$ cat config.mk
export PLATFORM = sky130hd
export DESIGN_NAME = salru_addr_split
export DESIGN_NICKNAME = d
export VERILOG_FILES = /design/src/set_assoc_cache_lru_lookup_top_assert.svh /design/src/salru_pkg.sv /design/src/salru_addr_split.sv
export SDC_FILE = /design/constraint.sdc
export NUM_CORES = 1
export LEC_CHECK = 0
export BUFFER_PORTS_ARGS = -buffer_cell sky130_fd_sc_hd__buf_2
export CORE_MARGIN = 2
export CORE_UTILIZATION = 55
export DETAILED_ROUTE_END_ITERATION = 12
export PLACE_DENSITY = 0.84
export SLEW_MARGIN = 5
export SYNTH_ARGS = -nofsm -noshare
export SYNTH_HDL_FRONTEND = slang
export SYNTH_SLANG_ARGS = --single-unit
$ cat constraint.sdc
create_clock -name vclk -period 7.3
set_clock_uncertainty 0.15 [all_clocks]
set_input_delay 0.73 -clock vclk [all_inputs]
set_output_delay 0.73 -clock vclk [all_outputs]
set_load 0.02 [all_outputs]
$ cat src/set_assoc_cache_lru_lookup_top_assert.svh
// Assertion macros for the LRU cache lookup block.
// Used by the top level and the tag store; expects clk and rst_n in scope.
`ifndef SET_ASSOC_CACHE_LRU_LOOKUP_TOP_ASSERT_SVH
`define SET_ASSOC_CACHE_LRU_LOOKUP_TOP_ASSERT_SVH

// Consequent checked in the same cycle as the antecedent.
`define SALRU_ASSERT_NOW(lbl, ante, cons, msg) \
  lbl: assert property (@(posedge clk) disable iff (!rst_n) (ante) |-> (cons)) \
    else $error(msg);

// Consequent checked in the cycle after the antecedent.
`define SALRU_ASSERT_NEXT(lbl, ante, cons, msg) \
  lbl: assert property (@(posedge clk) disable iff (!rst_n) (ante) |=> (cons)) \
    else $error(msg);

`endif

$ cat src/salru_pkg.sv
// Shared constants, types and helpers for the LRU cache lookup block.
// No dependencies; imported by every module of the block.
`timescale 1ns / 1ps

package salru_pkg;

  // defaults for the top-level parameters
  localparam int DEF_MAX_WAYS   = 4;
  localparam int DEF_MAX_SETS   = 128;
  localparam int DEF_ADDR_WIDTH = 32;
  localparam int DEF_AGE_WIDTH  = 16;

  // fixed field widths
  localparam int SET_NUM_W  = 7;
  localparam int WAY_IDX_W  = 4;   // enough for up to 16 ways
  localparam int WAY_OUT_W  = 2;
  localparam int CNT_W      = 32;
  localparam int OFF_W      = 4;
  localparam int IDX_W      = 3;
  localparam int WAYS_W     = 3;
  localparam int SHIFT_W    = 5;
  localparam int ACTION_W   = 2;
  localparam int CFG_IDX_W  = 2;
  localparam int CFG_DATA_W = 8;

  // configuration register indexes
  localparam logic [CFG_IDX_W-1:0] REG_OFFSET_BITS = 2'd0;
  localparam logic [CFG_IDX_W-1:0] REG_INDEX_BITS  = 2'd1;
  localparam logic [CFG_IDX_W-1:0] REG_WAYS_IN_USE = 2'd2;

  // register reset values
  localparam logic [OFF_W-1:0]  RST_OFFSET_BITS = 4'd5;
  localparam logic [IDX_W-1:0]  RST_INDEX_BITS  = 3'd6;
  localparam logic [WAYS_W-1:0] RST_WAYS_IN_USE = 3'd2;

  // access kinds; anything else is looked up and counted as a hit or miss, but not as a read or write
  localparam logic [ACTION_W-1:0] ACT_READ  = 2'd0;
  localparam logic [ACTION_W-1:0] ACT_WRITE = 2'd1;

  typedef struct packed {
    logic                 hit;
    logic                 evicted;
    logic [WAY_IDX_W-1:0] pick;
  } lookup_t;

  // result beat, last field in the lowest bits
  typedef struct packed {
    logic [CNT_W-1:0]     miss_total;
    logic [CNT_W-1:0]     hit_total;
    logic [CNT_W-1:0]     write_total;
    logic [CNT_W-1:0]     read_total;
    logic                 evicted;
    logic [SET_NUM_W-1:0] set_number;
    logic [WAY_OUT_W-1:0] way;
    logic                 hit;
  } result_t;

  localparam int RESULT_W    = $bits(result_t);
  localparam int OUT_TDATA_W = ((RESULT_W + 7) / 8) * 8;
  localparam int OUT_PAD_W   = OUT_TDATA_W - RESULT_W;

  // Reduce a narrow set index modulo the set count by restoring subtraction.
  function automatic logic [SET_NUM_W-1:0] set_wrap(input logic [SET_NUM_W-1:0] raw,
                                                    input int sets);
    logic [SET_NUM_W-1:0] r;
    r = raw;
    for (int k = SET_NUM_W - 1; k >= 0; k--) begin
      if (int'(r) >= (sets << k)) begin
        r = r - SET_NUM_W'(sets << k);
      end
    end
    return r;
  endfunction

endpackage

$ cat src/salru_addr_split.sv
// Splits a byte address into set index and tag under the current geometry.
// Depends on salru_pkg.
`timescale 1ns / 1ps

module salru_addr_split #(
  parameter int ADDR_WIDTH = salru_pkg::DEF_ADDR_WIDTH,
  parameter int MAX_SETS   = salru_pkg::DEF_MAX_SETS
) (
  input  logic [ADDR_WIDTH-1:0]           addr,
  input  logic [salru_pkg::OFF_W-1:0]     offset_bits,
  input  logic [salru_pkg::IDX_W-1:0]     index_bits,
  output logic [salru_pkg::SET_NUM_W-1:0] set_number,
  output logic [ADDR_WIDTH-1:0]           tag
);
  import salru_pkg::*;

  logic [ADDR_WIDTH-1:0] shifted;
  logic [SET_NUM_W:0]    idx_mask;
  logic [SET_NUM_W-1:0]  set_raw;
  logic [SHIFT_W-1:0]    tag_shift;

  assign shifted   = addr >> offset_bits;
  assign idx_mask  = (SET_NUM_W+1)'(1) << index_bits;
  assign set_raw   = shifted[SET_NUM_W-1:0] & SET_NUM_W'(idx_mask - (SET_NUM_W+1)'(1));
  assign tag_shift = SHIFT_W'(offset_bits) + SHIFT_W'(index_bits);
  assign tag       = addr >> tag_shift;

  // indexes past the store wrap round
  assign set_number = set_wrap(set_raw, MAX_SETS);

endmodule

==> results of run 1 <==
==> stage by stage <==
step | hold slack [ns] | setup WS (ns)
5_1_grt | 1.734 | 2.119
3_5_place_dp | 1.694 | 2.399
3_3_place_gp | 1.693 | 2.453
2_1_floorplan | 1.455 | 3.552
6_report | 1.692 | 2.337
4_1_cts | 1.694 | 2.397
==> routing by layer <==
| metal | track usage | vias to the layer above | wire length, microns |
|---|---|---|---|
| li1 | - | 1330 | - |
| met1 | 0.4596 | 1408 | 3508 |
| met2 | 0.4808 | 136 | 3857 |
| met3 | 0.03930 | 12 | 722 |
| met4 | 0.05159 | 0 | 106 |
| met5 | 0 | - | 0 |
==> layout make-up <==
cell class,instances,share of cell area
Multi-Input combinational cell,273,0.8361
Tap cell,67,0.02787
Timing Repair Buffer,80,0.1348
Inverter,1,0.001248
==> cells by family (layout without fill, tap and decap cells) <==
| kind of cell | count (synthesis) | in the layout | share of synthesized area |
|---|---|---|---|
| buffers and inverters | 34 | 81 | 0.08626 |
| xor gates and xnor gates | 3 | 3 | 0.01233 |
| adders and majority gates | 5 | 5 | 0.02556 |
| AOI/OAI and AO/OA | 78 | 78 | 0.2008 |
| and+or+nand+nor | 99 | 99 | 0.1748 |
| muxes | 88 | 88 | 0.5002 |
==> Yosys cell counts (all sizes together), types with 5 or more instances <==
master / n / area share
o21ai: 15 / 0.029
o211ai: 7 / 0.019
a21oi: 14 / 0.028
nor2: 21 / 0.031
a21o: 5 / 0.014
mux4: 37 / 0.31
buf: 26 / 0.074
nand2: 41 / 0.056
nand3: 10 / 0.018
clkbuf: 7 / 0.011
mux2i: 41 / 0.15
and2: 6 / 0.014
a211oi: 9 / 0.025
mux2: 10 / 0.044
a221oi: 6 / 0.024
==> power by group <==
group	internal (mW)	leakage [nW]	total (mW)	switching, mW
combinational	0.182	1.33	0.453	0.271
clock	0	0	0	0
sequential	0	0	0	0
==> worst max-delay path by stage <==
stage	cells after the start	start	end	slack (ns)
2_1_floorplan	9	offset_bits[0]	tag[4]	3.55
6_report	9	offset_bits[0]	tag[3]	2.34
5_1_grt	9	offset_bits[0]	tag[3]	2.12
3_3_place_gp	9	offset_bits[0]	tag[3]	2.45
4_1_cts	9	offset_bits[0]	tag[3]	2.40
3_5_place_dp	9	offset_bits[0]	tag[3]	2.40
==> metrics.csv, run 1 <==
stage,metric,value,unit
outcome,status,completed,
power,Lkg Pwr,1.331,nW
die,Die Width,74.60,microns
timing,Slew Limit Fails,0,
timing,Rel. slew slack,0.2742,
drt,via count,2886,
worst_setup_path,Worst Path Max Fanout,38,
power,power density over the cells,150.5,nW/um^2
synth,"Distinct cells, synth",51,
min_path,Hold Path Class,in2out,
synth,"Seq/Total Area, Yosys",0,
clocking,"Hold-fix buffers, CTS",0,
place,GP Congestion,0.9635,
global_routing,first-pass GRT wire length,13340,microns
synth,Ys Warns,0,
power,Max VDD drop,69.12,uV
synth,"Net Count, Synth",351,
cells_and_area,area of the multi-input gates,2515,sq um
min_path,Worst Hold End,tag[31],
cells_and_area,Reg area,0,sq um
drt,1st-iter DRT viols,332,
timing,period utilization,0.6799,
cells_and_area,filler instances,409,
drt,Final ANT Viol Nets,0,
worst_setup_path,Top delay family on crit path,adder cells,
clocking,Resize count post-CTS,0,
cells_and_area,Final #Nets,400,
cells_and_area,final instance area,3008,sq um
worst_setup_path,Crit Path Class,in2out,
worst_setup_path,cells along the critical path,buf_2 > ha_1 > fa_2 > mux4_2 > mux2i_1 > nand2_1 > a21oi_1 > a21oi_1 > buf_2,
timing,fmax,201.5,MHz
place,post-placement cell area,3008,sq um
global_routing,largest net degree at the start of global routing,39,
worst_setup_path,Crit path arrival time,4.08,ns
drt,Post-Route WL,8194,microns
timing,fin crit period,4.963,ns
drt,Initial DRT Pass Iterations,5,
worst_setup_path,Crit-path slowest cell,fa_2,
drt,vias per std cell,6.855,
timing,RSZ-0062 raised after global routing,no,
timing,setup TNS,0,ns
synth,Synth Instances,307,
worst_setup_path,CP startpoint kind,input port,
worst_setup_path,"slowest stage delay, CP",1.22,ns
die,Initial Util,0.5766,
cells_and_area,most frequent cells in the layout,"buf_2 (78), nand2_1 (41), mux2i_1 (41), mux4_2 (35), nor2_1 (20)",
cells_and_area,"leading cell type in the layout, fill and taps excluded",buf_2,
cells_and_area,diode count,0,
synth,syn_area_per_cell,8.930,sq um
drt,WL/cell,19.46,microns
flow_run,max cap viols,0,
global_routing,number of global-route vias before repair,2562,
worst_setup_path,worst path bufs/invs,2,
global_routing,total track usage,0.3056,
global_routing,initial antenna violation count,0,
cells_and_area,clock buffers,0,
timing,slew at the pin closest to its max-slew limit,1.088,ns
timing,final setup vio count,0,
timing,final hold viol count,0,
die,Core Rows,25,
clocking,Post-CTS Setup Inserts,0,
die,CORE AREA,4755,sq um
min_path,worst hold stages,4,
worst_setup_path,Worst Path Required,6.42,ns
worst_setup_path,Worst Setup End Kind,primary output,
global_routing,GRT overflow,0,
drt,Remaining DRCs,0,
die,die area,5565,sq um
cells_and_area,Non-Filler Instances,421,
min_path,hold path start,addr[31],
place,post-placement cell count,421,
place,hpwl dp,6183,microns
die,Die H,74.60,microns
synth,Post-Syn Area,2741,sq um
power,total power,452.8,uW
place,PortBufs,78,
cells_and_area,share of cells above drive strength 1,0.3870,
cells_and_area,Layout Utilization,0.6326,
cells_and_area,FFs & Latches,0,
die,IO Pins,78,
cells_and_area,Area growth syn-to-layout,9.721,%
No activity file was read; power rests on OpenSTA's default activity.
==> run 2, diff against run 1 <==
--- a/config.mk
+++ b/config.mk
@@ -7,9 +7,9 @@
 export LEC_CHECK = 0
 export BUFFER_PORTS_ARGS = -buffer_cell sky130_fd_sc_hd__buf_2
 export CORE_MARGIN = 2
-export CORE_UTILIZATION = 55
+export CORE_UTILIZATION = 51
 export DETAILED_ROUTE_END_ITERATION = 12
-export PLACE_DENSITY = 0.84
+export PLACE_DENSITY = 0.82
 export SLEW_MARGIN = 5
 export SYNTH_ARGS = -nofsm -noshare
 export SYNTH_HDL_FRONTEND = slang
==> constraint.sdc (replaced) <==
create_clock -name vclk -period 4.1
set_clock_uncertainty 0.15 [all_clocks]
set_input_delay 0.41 -clock vclk [all_inputs]
set_output_delay 0.41 -clock vclk [all_outputs]
set_load 0.02 [all_outputs]
==> run 2 against run 1 <==
Effect of this change:
- setup slack got worse by 2.0 ns
- final cell count rose by 4.0%
- non-clock buffer count rose by 14
- design area rose by 3.6%
- wire length fell by 0.74%
- sequential share of layout area did not move
- die area rose by 7.4%
- combinational power rose by 82%
- via count rose by 2.9%
- clock-buffer cell count did not move
- utilization fell by 2.6 points
- largest cell class unchanged
==> metrics.csv, run 2 (same netlist as run 1, synthesis figures left out) <==
stage,metric,value,unit,change
worst_setup_path,Crit-path slowest cell,fa_2,,
power,Max VDD drop,136.8,uV,+98%
power,power density over the cells,264.9,nW/um^2,+76%
worst_setup_path,Worst Path Max Fanout,19,,-50%
timing,setup TNS,0,ns,unchanged
cells_and_area,Final #Nets,414,,+3.5%
cells_and_area,share of cells above drive strength 1,0.4103,,+0.02332
power,Switching Share,0.5892,,-0.009514
timing,period utilization,0.9119,,
die,Die Width,77.32,microns,+3.6%
drt,via count,2969,,+2.9%
worst_setup_path,CP dominant cell by count,buf_2,,
cells_and_area,"leading cell type in the layout, fill and taps excluded",buf_2,,
drt,Initial DRT Pass Iterations,5,,unchanged
cells_and_area,diode count,0,,unchanged
cells_and_area,Reg area,0,sq um,unchanged
min_path,Hold Path Class,in2out,,
die,CORE AREA,5140,sq um,+8.1%
timing,Slew Limit Fails,0,,unchanged
cells_and_area,filler instances,496,,+21%
timing,Rel. slew slack,0.5171,,+0.2430
power,combinational share of power,1.000,,about the same
cells_and_area,Non-Filler Instances,438,,+4.0%
drt,vias per std cell,6.779,,-1.1%
outcome,status,completed,,
power,sequential fraction of design power,0,,unchanged
cells_and_area,Area growth syn-to-layout,13.69,%,
global_routing,largest net degree at the start of global routing,32,,-18%
die,Core Rows,26,,+4.0%
global_routing,number of global-route vias before repair,2772,,+8.2%
timing,RSZ-0062 raised after global routing,no,,
drt,Final ANT Viol Nets,0,,unchanged
worst_setup_path,Top delay family on crit path,adder cells,,
die,die area,5978,sq um,+7.4%
die,Die H,77.32,microns,+3.6%
global_routing,first-pass GRT wire length,13710,microns,+2.7%
flow_run,max cap viols,0,,unchanged
die,Initial Util,0.5333,,-0.04323
timing,final hold viol count,0,,unchanged
power,switching power,486.4,uW,+79%
timing,slew at the pin closest to its max-slew limit,0.7243,ns,-0.3636 ns
cells_and_area,most frequent cells in the layout,"buf_2 (78), nand2_1 (41), mux2i_1 (41), mux4_2 (35), nor2_1 (20)",,
clocking,"Hold-fix buffers, CTS",0,,unchanged
clocking,Post-CTS Setup Inserts,0,,unchanged
worst_setup_path,Crit path arrival time,3.18,ns,-0.90 ns
worst_setup_path,Worst Path Required,3.54,ns,-2.88 ns
worst_setup_path,"slowest stage delay, CP",0.90,ns,-0.32 ns
worst_setup_path,cells along the critical path,buf_2 > ha_1 > fa_2 > buf_4 > mux2i_1 > mux2_2 > mux2_4 > a221oi_2 > buf_2,,
worst_setup_path,Crit Path Class,in2out,,
drt,1st-iter DRT viols,221,,-33%
cells_and_area,FFs & Latches,0,,unchanged
worst_setup_path,Worst Setup End Kind,primary output,,
timing,final setup vio count,0,,unchanged
drt,WL/cell,18.57,microns,-4.6%
place,PortBufs,78,,unchanged
place,post-placement cell count,438,,+4.0%
global_routing,GRT overflow,0,,unchanged
cells_and_area,clock buffers,0,,unchanged
global_routing,initial antenna violation count,0,,unchanged
drt,Post-Route WL,8133,microns,-0.74%
timing,fin crit period,3.739,ns,
cells_and_area,area of the multi-input gates,2515,sq um,unchanged
drt,Remaining DRCs,0,,unchanged
power,Int Pwr,339.1,uW,+87%
cells_and_area,Layout Utilization,0.6064,,-0.02625
worst_setup_path,CP startpoint kind,input port,,
power,total power,825.5,uW,+82%
global_routing,total track usage,0.2735,,-0.03210
die,IO Pins,78,,unchanged
place,hpwl dp,6367,microns,+3.0%
worst_setup_path,worst path bufs/invs,3,,+1
place,GP Congestion,1.065,,+11%
power,Clk network pwr share,0,,unchanged
timing,fmax,267.5,MHz,
clocking,Resize count post-CTS,0,,unchanged
power,Lkg Pwr,1.397,nW,+4.9%
[run 2: changes by cell type in the layout (fill, tap and decap cells not counted)]
cell	change
buf_4	+14
[run 2: routing by layer]
metal	vias to the layer above	share of wire	track usage
li1	1354	-	-
met1	1449	0.43	0.3911
met2	153	0.48	0.4417
met3	13	0.086	0.04471
met4	0	0.012	0.04643
met5	-	0	0
[run 2: power groups by stage]
stage               Combinational (mW)  Sequential, mW  Clock (mW)
global route                     0.890               0           0
global placement                 0.807               0           0
floorplan                        0.608               0           0
finish                           0.826               0           0
detailed placement               0.811               0           0
CTS                              0.815               0           0
[run 2: area by class of cell]
cell class,count,share of cell area
timing repair buffer,94,0.1638
inverter,1,0.001204
tap,70,0.02810
multi-input combinational,273,0.8069
[run 2: worst paths after layout]
check | slack [ns] | to | cells after the start | startpoint
setup / recovery | 0.36 | tag[6] | 9 | index_bits[0]
hold / removal | 1.06 | tag[31] | 4 | addr[31]
[run 2: tightest hold or removal path, delay by kind of cell]
| kind | cells | cell delay, ns |
|---|---|---|
| buf+inv | 2 | 0.27 |
| simple gates | 2 | 0.11 |
[run 2: metrics by stage]
stage | cell area (sq um) | hold slack, ns | setup slack (ns)
after floorplan | 2741 | 0.8146 | 0.9921
after global placement | 3117 | 1.049 | 0.4253
after detailed placement | 3117 | 1.058 | 0.3953
after CTS | 3117 | 1.057 | 0.3641
after global routing | 3117 | 1.074 | 0.1524
final | 3117 | 1.056 | 0.3612
